===== src/shh_pkg.sv =====
// package: scheme codes, hash constants and the running state type
`default_nettype none
package shh_pkg;

  typedef enum logic [3:0] {
    ALG_RS   = 4'd0,
    ALG_JS   = 4'd1,
    ALG_PJW  = 4'd2,
    ALG_ELF  = 4'd3,
    ALG_BKDR = 4'd4,
    ALG_SDBM = 4'd5,
    ALG_DJB  = 4'd6,
    ALG_DEK  = 4'd7,
    ALG_AP   = 4'd8
  } alg_e;

  localparam logic [31:0] RS_STEP    = 32'd378551;
  localparam logic [31:0] RS_START   = 32'd63689;
  localparam logic [31:0] JS_SEED    = 32'd1315423911;
  localparam logic [31:0] TOP_NIBBLE = 32'hF000_0000;
  localparam logic [31:0] DJB_SEED   = 32'd5381;
  localparam logic [31:0] AP_SEED    = 32'hAAAA_AAAA;

  typedef struct packed {
    logic [31:0] hash;
    logic [31:0] rs_mul;
    logic [31:0] count;
  } shh_state_t;

  // starting hash of a scheme, zero for all schemes without a seed
  function automatic logic [31:0] seed_for(alg_e alg);
    logic [31:0] s;
    begin
      case (alg)
        ALG_JS:  s = JS_SEED;
        ALG_DJB: s = DJB_SEED;
        ALG_AP:  s = AP_SEED;
        default: s = 32'd0;
      endcase
      return s;
    end
  endfunction

endpackage
`default_nettype wire


===== src/shh_if.sv =====
// channel interfaces: byte input and hash output
`default_nettype none
interface shh_in_if;
  logic       valid;
  logic       ready;
  logic [7:0] data_byte;
  logic       last_byte;

  modport source (output valid, output data_byte, output last_byte, input ready);
  modport sink   (input valid, input data_byte, input last_byte, output ready);
endinterface

interface shh_out_if;
  logic        valid;
  logic        ready;
  logic [31:0] hash_value;

  modport source (output valid, output hash_value, input ready);
  modport sink   (input valid, input hash_value, output ready);
endinterface
`default_nettype wire


===== src/shh_step.sv =====
// one-byte hash update for all nine schemes, plus the closing value
`default_nettype none
module shh_step (
  input  shh_pkg::alg_e       alg_i,
  input  shh_pkg::shh_state_t state_i,
  input  logic [7:0]          data_byte_i,
  output logic [31:0]         hash_next_o,
  output logic [31:0]         rs_mul_next_o,
  output logic [31:0]         count_next_o,
  output logic [31:0]         hash_final_o
);
  import shh_pkg::*;

  logic [31:0] h;
  logic [31:0] c;
  logic [31:0] rs_prod;
  logic [31:0] ap_prod;
  logic [31:0] pjw_sh;
  logic [31:0] dek_rot;
  logic [4:0]  dek_amt;
  logic [63:0] dek_dbl;

  assign h = state_i.hash;
  assign c = {24'd0, data_byte_i};

  // the two products of the RS and AP schemes, each a single multiply
  assign rs_prod       = h * state_i.rs_mul;
  assign ap_prod       = c * {3'd0, h[31:3]};
  assign rs_mul_next_o = (alg_i == ALG_RS || alg_i > ALG_AP) ?
                         state_i.rs_mul * RS_STEP : state_i.rs_mul;
  assign count_next_o  = state_i.count + 32'd1;

  assign pjw_sh = {h[27:0], 4'd0} + c;

  always_comb begin
    case (alg_i)
      ALG_JS:   hash_next_o = h ^ ({h[26:0], 5'd0} + c + {2'd0, h[31:2]});
      ALG_PJW, ALG_ELF: begin
        if ((pjw_sh & TOP_NIBBLE) != 32'd0) begin
          hash_next_o = (pjw_sh ^ {24'd0, pjw_sh[31:28], 4'd0}) & ~TOP_NIBBLE;
        end else begin
          hash_next_o = pjw_sh;
        end
      end
      ALG_BKDR: hash_next_o = {h[24:0], 7'd0} + {h[30:0], 1'b0} + h + c;
      ALG_SDBM: hash_next_o = c + {h[25:0], 6'd0} + {h[15:0], 16'd0} - h;
      ALG_DJB:  hash_next_o = {h[26:0], 5'd0} + h + c;
      ALG_DEK:  hash_next_o = {h[26:0], h[31:27]} ^ c;
      ALG_AP: begin
        if (!state_i.count[0]) begin
          hash_next_o = h ^ ({h[24:0], 7'd0} ^ ap_prod);
        end else begin
          hash_next_o = h ^ ~({h[20:0], 11'd0} + (c ^ {5'd0, h[31:5]}));
        end
      end
      default:  hash_next_o = rs_prod + c;
    endcase
  end

  // length seed of DEK: rotl(count, 5 * count mod 32), count after this byte
  assign dek_amt = {count_next_o[2:0], 2'd0} + count_next_o[4:0];
  assign dek_dbl = {count_next_o, count_next_o} << dek_amt;
  assign dek_rot = dek_dbl[63:32];

  assign hash_final_o = (alg_i == ALG_DEK) ? (hash_next_o ^ dek_rot) : hash_next_o;

endmodule
`default_nettype wire


===== src/selectable_string_hash_unit.sv =====
// top level: selectable 32-bit string hash over a byte stream
`default_nettype none
// Hashes a string delivered one byte per transfer and returns the 32-bit hash
// in one output transfer when the byte marked last has been taken. The
// algorithm register picks RS, JS, PJW, ELF, BKDR, SDBM, DJB, DEK or AP
// (codes 0..8, codes 9..15 run RS); writing it restarts the current string
// and must only happen while the block is idle. A byte transfer is taken
// each cycle unless intake is stalled: one input register feeds a single
// combinational update of the running hash, RS multiplier and byte count,
// and the closing hash lands in an output register. The last byte passes
// through the input register, and once the output slot is free the closing
// hash is written to the output register. Intake slows only when a finished
// hash still waits at the output while the next string's last byte is due.
module selectable_string_hash_unit (
  input  logic             clk_i,
  input  logic             rst_ni,
  input  logic             cfg_we_i,
  input  logic [3:0]       cfg_wdata_i,
  shh_in_if.sink           in_i,
  shh_out_if.source        out_o
);
  import shh_pkg::*;

  // configuration and running state
  alg_e       alg_q;
  shh_state_t state_q, state_d;

  // input register
  logic       s1_valid_q, s1_valid_d;
  logic [7:0] s1_byte_q;
  logic       s1_last_q;

  // output register
  logic        out_valid_q, out_valid_d;
  logic [31:0] out_hash_q;

  logic        in_fire;
  logic        s1_adv;
  logic        s1_close;
  logic [31:0] hash_next;
  logic [31:0] rs_mul_next;
  logic [31:0] count_next;
  logic [31:0] hash_final;

  // a non-last byte always moves on; a last byte needs a free output slot
  assign s1_adv   = s1_valid_q && (!s1_last_q || !out_valid_q || out_o.ready);
  assign s1_close = s1_adv && s1_last_q;
  assign in_i.ready = !s1_valid_q || s1_adv;
  assign in_fire  = in_i.valid && in_i.ready;

  shh_step u_step (
    .alg_i         (alg_q),
    .state_i       (state_q),
    .data_byte_i   (s1_byte_q),
    .hash_next_o   (hash_next),
    .rs_mul_next_o (rs_mul_next),
    .count_next_o  (count_next),
    .hash_final_o  (hash_final)
  );

  always_comb begin
    state_d = state_q;
    if (cfg_we_i) begin
      // new scheme: reseed and restart
      state_d.hash   = seed_for(alg_e'(cfg_wdata_i));
      state_d.rs_mul = RS_START;
      state_d.count  = 32'd0;
    end else if (s1_close) begin
      // string done: reseed for the next one
      state_d.hash   = seed_for(alg_q);
      state_d.rs_mul = RS_START;
      state_d.count  = 32'd0;
    end else if (s1_adv) begin
      state_d.hash   = hash_next;
      state_d.rs_mul = rs_mul_next;
      state_d.count  = count_next;
    end
  end

  always_comb begin
    if (in_fire) begin
      s1_valid_d = 1'b1;
    end else if (s1_adv) begin
      s1_valid_d = 1'b0;
    end else begin
      s1_valid_d = s1_valid_q;
    end
  end

  always_comb begin
    if (s1_close) begin
      out_valid_d = 1'b1;
    end else if (out_o.ready) begin
      out_valid_d = 1'b0;
    end else begin
      out_valid_d = out_valid_q;
    end
  end

  always_ff @(posedge clk_i or negedge rst_ni) begin
    if (!rst_ni) begin
      alg_q          <= ALG_RS;
      state_q.hash   <= 32'd0;
      state_q.rs_mul <= RS_START;
      state_q.count  <= 32'd0;
      s1_valid_q     <= 1'b0;
      out_valid_q    <= 1'b0;
    end else begin
      if (cfg_we_i) begin
        alg_q <= alg_e'(cfg_wdata_i);
      end
      state_q     <= state_d;
      s1_valid_q  <= s1_valid_d;
      out_valid_q <= out_valid_d;
    end
  end

  // payload registers, no reset
  always_ff @(posedge clk_i) begin
    if (in_fire) begin
      s1_byte_q <= in_i.data_byte;
      s1_last_q <= in_i.last_byte;
    end
    if (s1_close) begin
      out_hash_q <= hash_final;
    end
  end

  assign out_o.valid      = out_valid_q;
  assign out_o.hash_value = out_hash_q;

endmodule
`default_nettype wire

===== src/flat_wrapper.sv =====
// flat-port wrapper written by rule: the top's interface ports become plain ports
module selectable_string_hash_unit_flat import shh_pkg::*;
  (clk_i, rst_ni, cfg_we_i, cfg_wdata_i, in_i_valid, in_i_data_byte, in_i_last_byte, in_i_ready, out_o_valid, out_o_hash_value, out_o_ready);
  shh_in_if in_i_i ();
  shh_out_if out_o_i ();
  input  logic clk_i;
  input  logic rst_ni;
  input  logic cfg_we_i;
  input  logic [3:0] cfg_wdata_i;
  input wire logic [$bits(in_i_i.valid)-1:0] in_i_valid;
  input wire logic [$bits(in_i_i.data_byte)-1:0] in_i_data_byte;
  input wire logic [$bits(in_i_i.last_byte)-1:0] in_i_last_byte;
  output wire logic [$bits(in_i_i.ready)-1:0] in_i_ready;
  output wire logic [$bits(out_o_i.valid)-1:0] out_o_valid;
  output wire logic [$bits(out_o_i.hash_value)-1:0] out_o_hash_value;
  input wire logic [$bits(out_o_i.ready)-1:0] out_o_ready;
  assign in_i_i.valid = in_i_valid;
  assign in_i_i.data_byte = in_i_data_byte;
  assign in_i_i.last_byte = in_i_last_byte;
  assign in_i_ready = in_i_i.ready;
  assign out_o_valid = out_o_i.valid;
  assign out_o_hash_value = out_o_i.hash_value;
  assign out_o_i.ready = out_o_ready;
  selectable_string_hash_unit u_core (.clk_i(clk_i), .rst_ni(rst_ni), .cfg_we_i(cfg_we_i), .cfg_wdata_i(cfg_wdata_i), .in_i(in_i_i), .out_o(out_o_i));
endmodule

===== config.mk =====
export PLATFORM = sky130hd
export DESIGN_NAME = selectable_string_hash_unit_flat
export DESIGN_NICKNAME = d
export VERILOG_FILES = /design/src/shh_pkg.sv /design/src/shh_if.sv /design/src/shh_step.sv /design/src/selectable_string_hash_unit.sv /design/src/flat_wrapper.sv
export SDC_FILE = /design/constraint.sdc
export NUM_CORES = 2
export LEC_CHECK = 0
export BUFFER_PORTS_ARGS = -buffer_cell sky130_fd_sc_hd__clkbuf_2
export CAP_MARGIN = 5
export CORE_MARGIN = 1.5
export CORE_UTILIZATION = 45
export CTS_BUF_LIST = sky130_fd_sc_hd__clkbuf_8 sky130_fd_sc_hd__clkbuf_16
export CTS_CLUSTER_SIZE = 10
export DETAILED_ROUTE_END_ITERATION = 6
export SLEW_MARGIN = 10
export SYNTH_ARGS = -nofsm -noshare
export SYNTH_HDL_FRONTEND = slang
export SYNTH_SLANG_ARGS = --single-unit

===== constraint.sdc =====
create_clock -name clk_i -period 8.15 [get_ports clk_i]
set_input_delay 0.815 -clock clk_i [delete_from_list [all_inputs] [get_ports clk_i]]
set_output_delay 0.815 -clock clk_i [all_outputs]
set_load 0.05 [all_outputs]

==> impl_metrics.yaml <==
logic_synthesis:
  synth_cell_types: 98
  ys_async_sr_fraction: 0.713
  synth_edf_count: 41
  synth_area_um2: 51700
  yosysSeqAreaShare: 0.0734
  syn_nets: 7389
  ys_seq_elements: 143
  syn_avg_cell_area_um2: 8.70
  ys.warnings.count: 0
  netlist_instances: 5942
  ys.flop_type: "dfrtp_1"
finish:
  syn_to_final_growth_pct: 8.17
  utilization: 0.490
  final_layout_size_suffix_gt1_frac: 0.0867
  nets: 7478
  seqCellArea_um2: 3820
  fillers: 11000
  multi_input_area_um2: 43400
  final_cell_mix: "997 x inv_1, 825 x fa_1, 598 x ha_1, 466 x nand2_1, 414 x nor2_1"
  layout_commonest_cell: "inv_1"
flow_run:
  cap_violations: 0
global_routing:
  antenna_found_initial: 3
  grt_usage: 0.335
  grt_pass1_vias: 44200
  grt_first_pass_wirelength_mm: 289
  grt_remaining_overflow: 0
  grt_start_max_net_pins: 59
routing:
  num_vias: 44400
  wl_per_cell_um: 25.6
  drtIter0Drc: 4490
  ant_nets: 0
  first_pass_iters: 7
  drt_wl_total_mm: 194
  drc: 7
  avgViaCountPerCell: 5.87
timing:
  slew_viol_final: 0
  fin_crit_sh: 0.986
  slew_headroom: 0.249
  max_freq_mhz: 124
  holdWs_ns: 0.449
  period_minus_slack_ns: 8.04
  worst_slew_pin_slew_ns: 1.13
  finClkSkew_ns: 0.0225
  rsz0062_at_grt: "yes"
  setup_viol: 0
  hold_viol_final: 0
run_status:
  status: "complete, but fails checks"
  violations: "DRC"
floorplanning:
  ioPinCount: 52
  fp.dieW_um: 342
  start_util: 0.453
  die_area_um2: 117000
  die-height_um: 342
  num_rows: 124
  core_area_um2: 114000
clock_network:
  root_buffer: "clkbuf_16"
  cts_buffers: 17
  cts_tree: "built"
  cts_htree_levels: 4
  holdBufCountCts: 0
  cts_sinks: 143
  clockBufferDepth: 2
  clock_latency_ns: 0.53
  clk_pin_slew_worst_paths_ns: 0.09
worst_setup_path:
  crit_type: "reg2reg"
  critPathMaxFanout: 7
  cp_data_required_time_ns: 8.38
  slowest_delay_ns: 0.58
  crit_slowest_cell: "fa_1"
  ff2ff_setup_slack_ns: 0.11
  reg2reg_depth: 28
  crit_arrival_ns: 8.26
  endpoint_kind: "register"
  crit_path_start_kind: "register"
  r2r_end: "u_core.out_o.hash_value[31]"
  crit_top_cell: "fa_1"
  r2r_start: "u_core.state_q[38]"
placement:
  gp_congestion: 1.01
  dp.final_hpwl_mm: 157
  port-buffer-count: 51
worst_hold_path:
  min_path_type: "in2async"
## how the worst max path moves through the flow
stage,start,end,slack (ns),depth (start not counted)
final,u_core.state_q[38],u_core.out_o.hash_value[31],0.11,28
after global routing,u_core.state_q[38],u_core.out_o.hash_value[31],-0.15,28
after CTS,u_core.state_q[38],u_core.out_o.hash_value[29],0.02,29
after detailed placement,u_core.state_q[78],u_core.out_o.hash_value[26],-0.04,28
after global placement,u_core.state_q[38],u_core.out_o.hash_value[26],0.1,26
after floorplan,u_core.state_q[75],u_core.out_o.hash_value[26],0.02,29
## final cells by class
type / instances / share of cell area
sequential: 143 / 0.0683
clock inverter: 14 / 0.00208
clock buffer: 18 / 0.00806
timing repair buffer: 335 / 0.0433
tap: 1512 / 0.0338
inverter: 1015 / 0.0682
multi-input combinational: 4519 / 0.776
antenna: 2 / 0.0000895
## Yosys cell counts (all sizes together) (13+ instances only)
cell | number | area (um^2)
o211ai | 37 | 278
nand2b | 42 | 263
o21a | 38 | 285
and2 | 311 | 1950
mux2i | 55 | 551
o31ai | 27 | 203
clkbuf | 217 | 815
edfxtp | 41 | 1230
nor3 | 70 | 355
buf | 48 | 213
a211o | 17 | 149
a221o | 16 | 160
and3 | 24 | 150
a211oi | 62 | 480
a21oi | 240 | 1200
a221oi | 31 | 284
a21o | 73 | 548
or3 | 31 | 194
o21bai | 22 | 165
nand3 | 71 | 355
ha | 601 | 7520
o221ai | 25 | 219
a31oi | 33 | 206
mux2 | 19 | 214
nand4 | 32 | 243
nor2b | 23 | 144
nor2 | 425 | 1600
fa | 828 | 16600
o41ai | 20 | 205
inv | 1005 | 3770
o22ai | 27 | 175
xnor2 | 289 | 2530
o21ai | 240 | 1200
dfrtp | 93 | 2330
nand3b | 13 | 97.6
nand2 | 468 | 1760
nor4 | 20 | 161
xor2 | 124 | 1090
## state kept, by name, summed over array words and instances (netlist names)
| name | cells |
|---|---|
| u_core.alg_q | 4 |
| u_core.out_o.hash_value | 32 |
| u_core.out_o.valid | 1 |
| u_core.s1_byte_q | 8 |
| u_core.s1_last_q | 1 |
| u_core.s1_valid_q | 1 |
| u_core.state_q | 96 |
## through the flow
stage               cells  setup slack, ns  instance area (um^2)  TNS [ns]
finish               7558            0.113                 55900         0
global route         7556           -0.147                 55900    -0.732
CTS                  7549           0.0201                 55600         0
detailed placement   7517          -0.0391                 55000   -0.0391
global placement     7517           0.0959                 55000         0
floorplan            5942           0.0167                 51700         0
## metal layers
layer,up-vias,global-route usage,share of wire
met2,2199,0.493,0.42
met3,501,0.0668,0.095
li1,19500,-,-
met4,2,0.182,0.065
met1,22100,0.463,0.42
met5,-,0,0.000067
## logic make-up after synthesis
| family | after synthesis | share of synthesized area |
|---|---|---|
| fa+ha+maj | 1429 | 0.466 |
| simple gates | 1570 | 0.147 |
| mux | 80 | 0.0174 |
| buf+inv | 1280 | 0.0936 |
| xor+xnor | 413 | 0.0700 |
| compound gates | 1027 | 0.132 |
| flops | 143 | 0.0734 |
## repair_timing
item / in CTS / in global routing
endpoints found under the setup margin: 2 / 20
gates resized for setup: 2 / 57
pin swaps: 0 / 18
setup buffers: 0 / 7
## worst max-delay path: cells and delay by family, from the launching register on
kind | cells | cell delay (ns)
fa+ha+maj | 9 | 4.23
compound gates | 5 | 1.13
simple gates | 5 | 0.61
xor+xnor | 2 | 0.26
buf+inv | 7 | 0.95
flops | 1 | 0.56
Power is left out: the tool's default activity adds up to more than one toggle a clock period on the data nets, which glitch-free logic cannot reach.
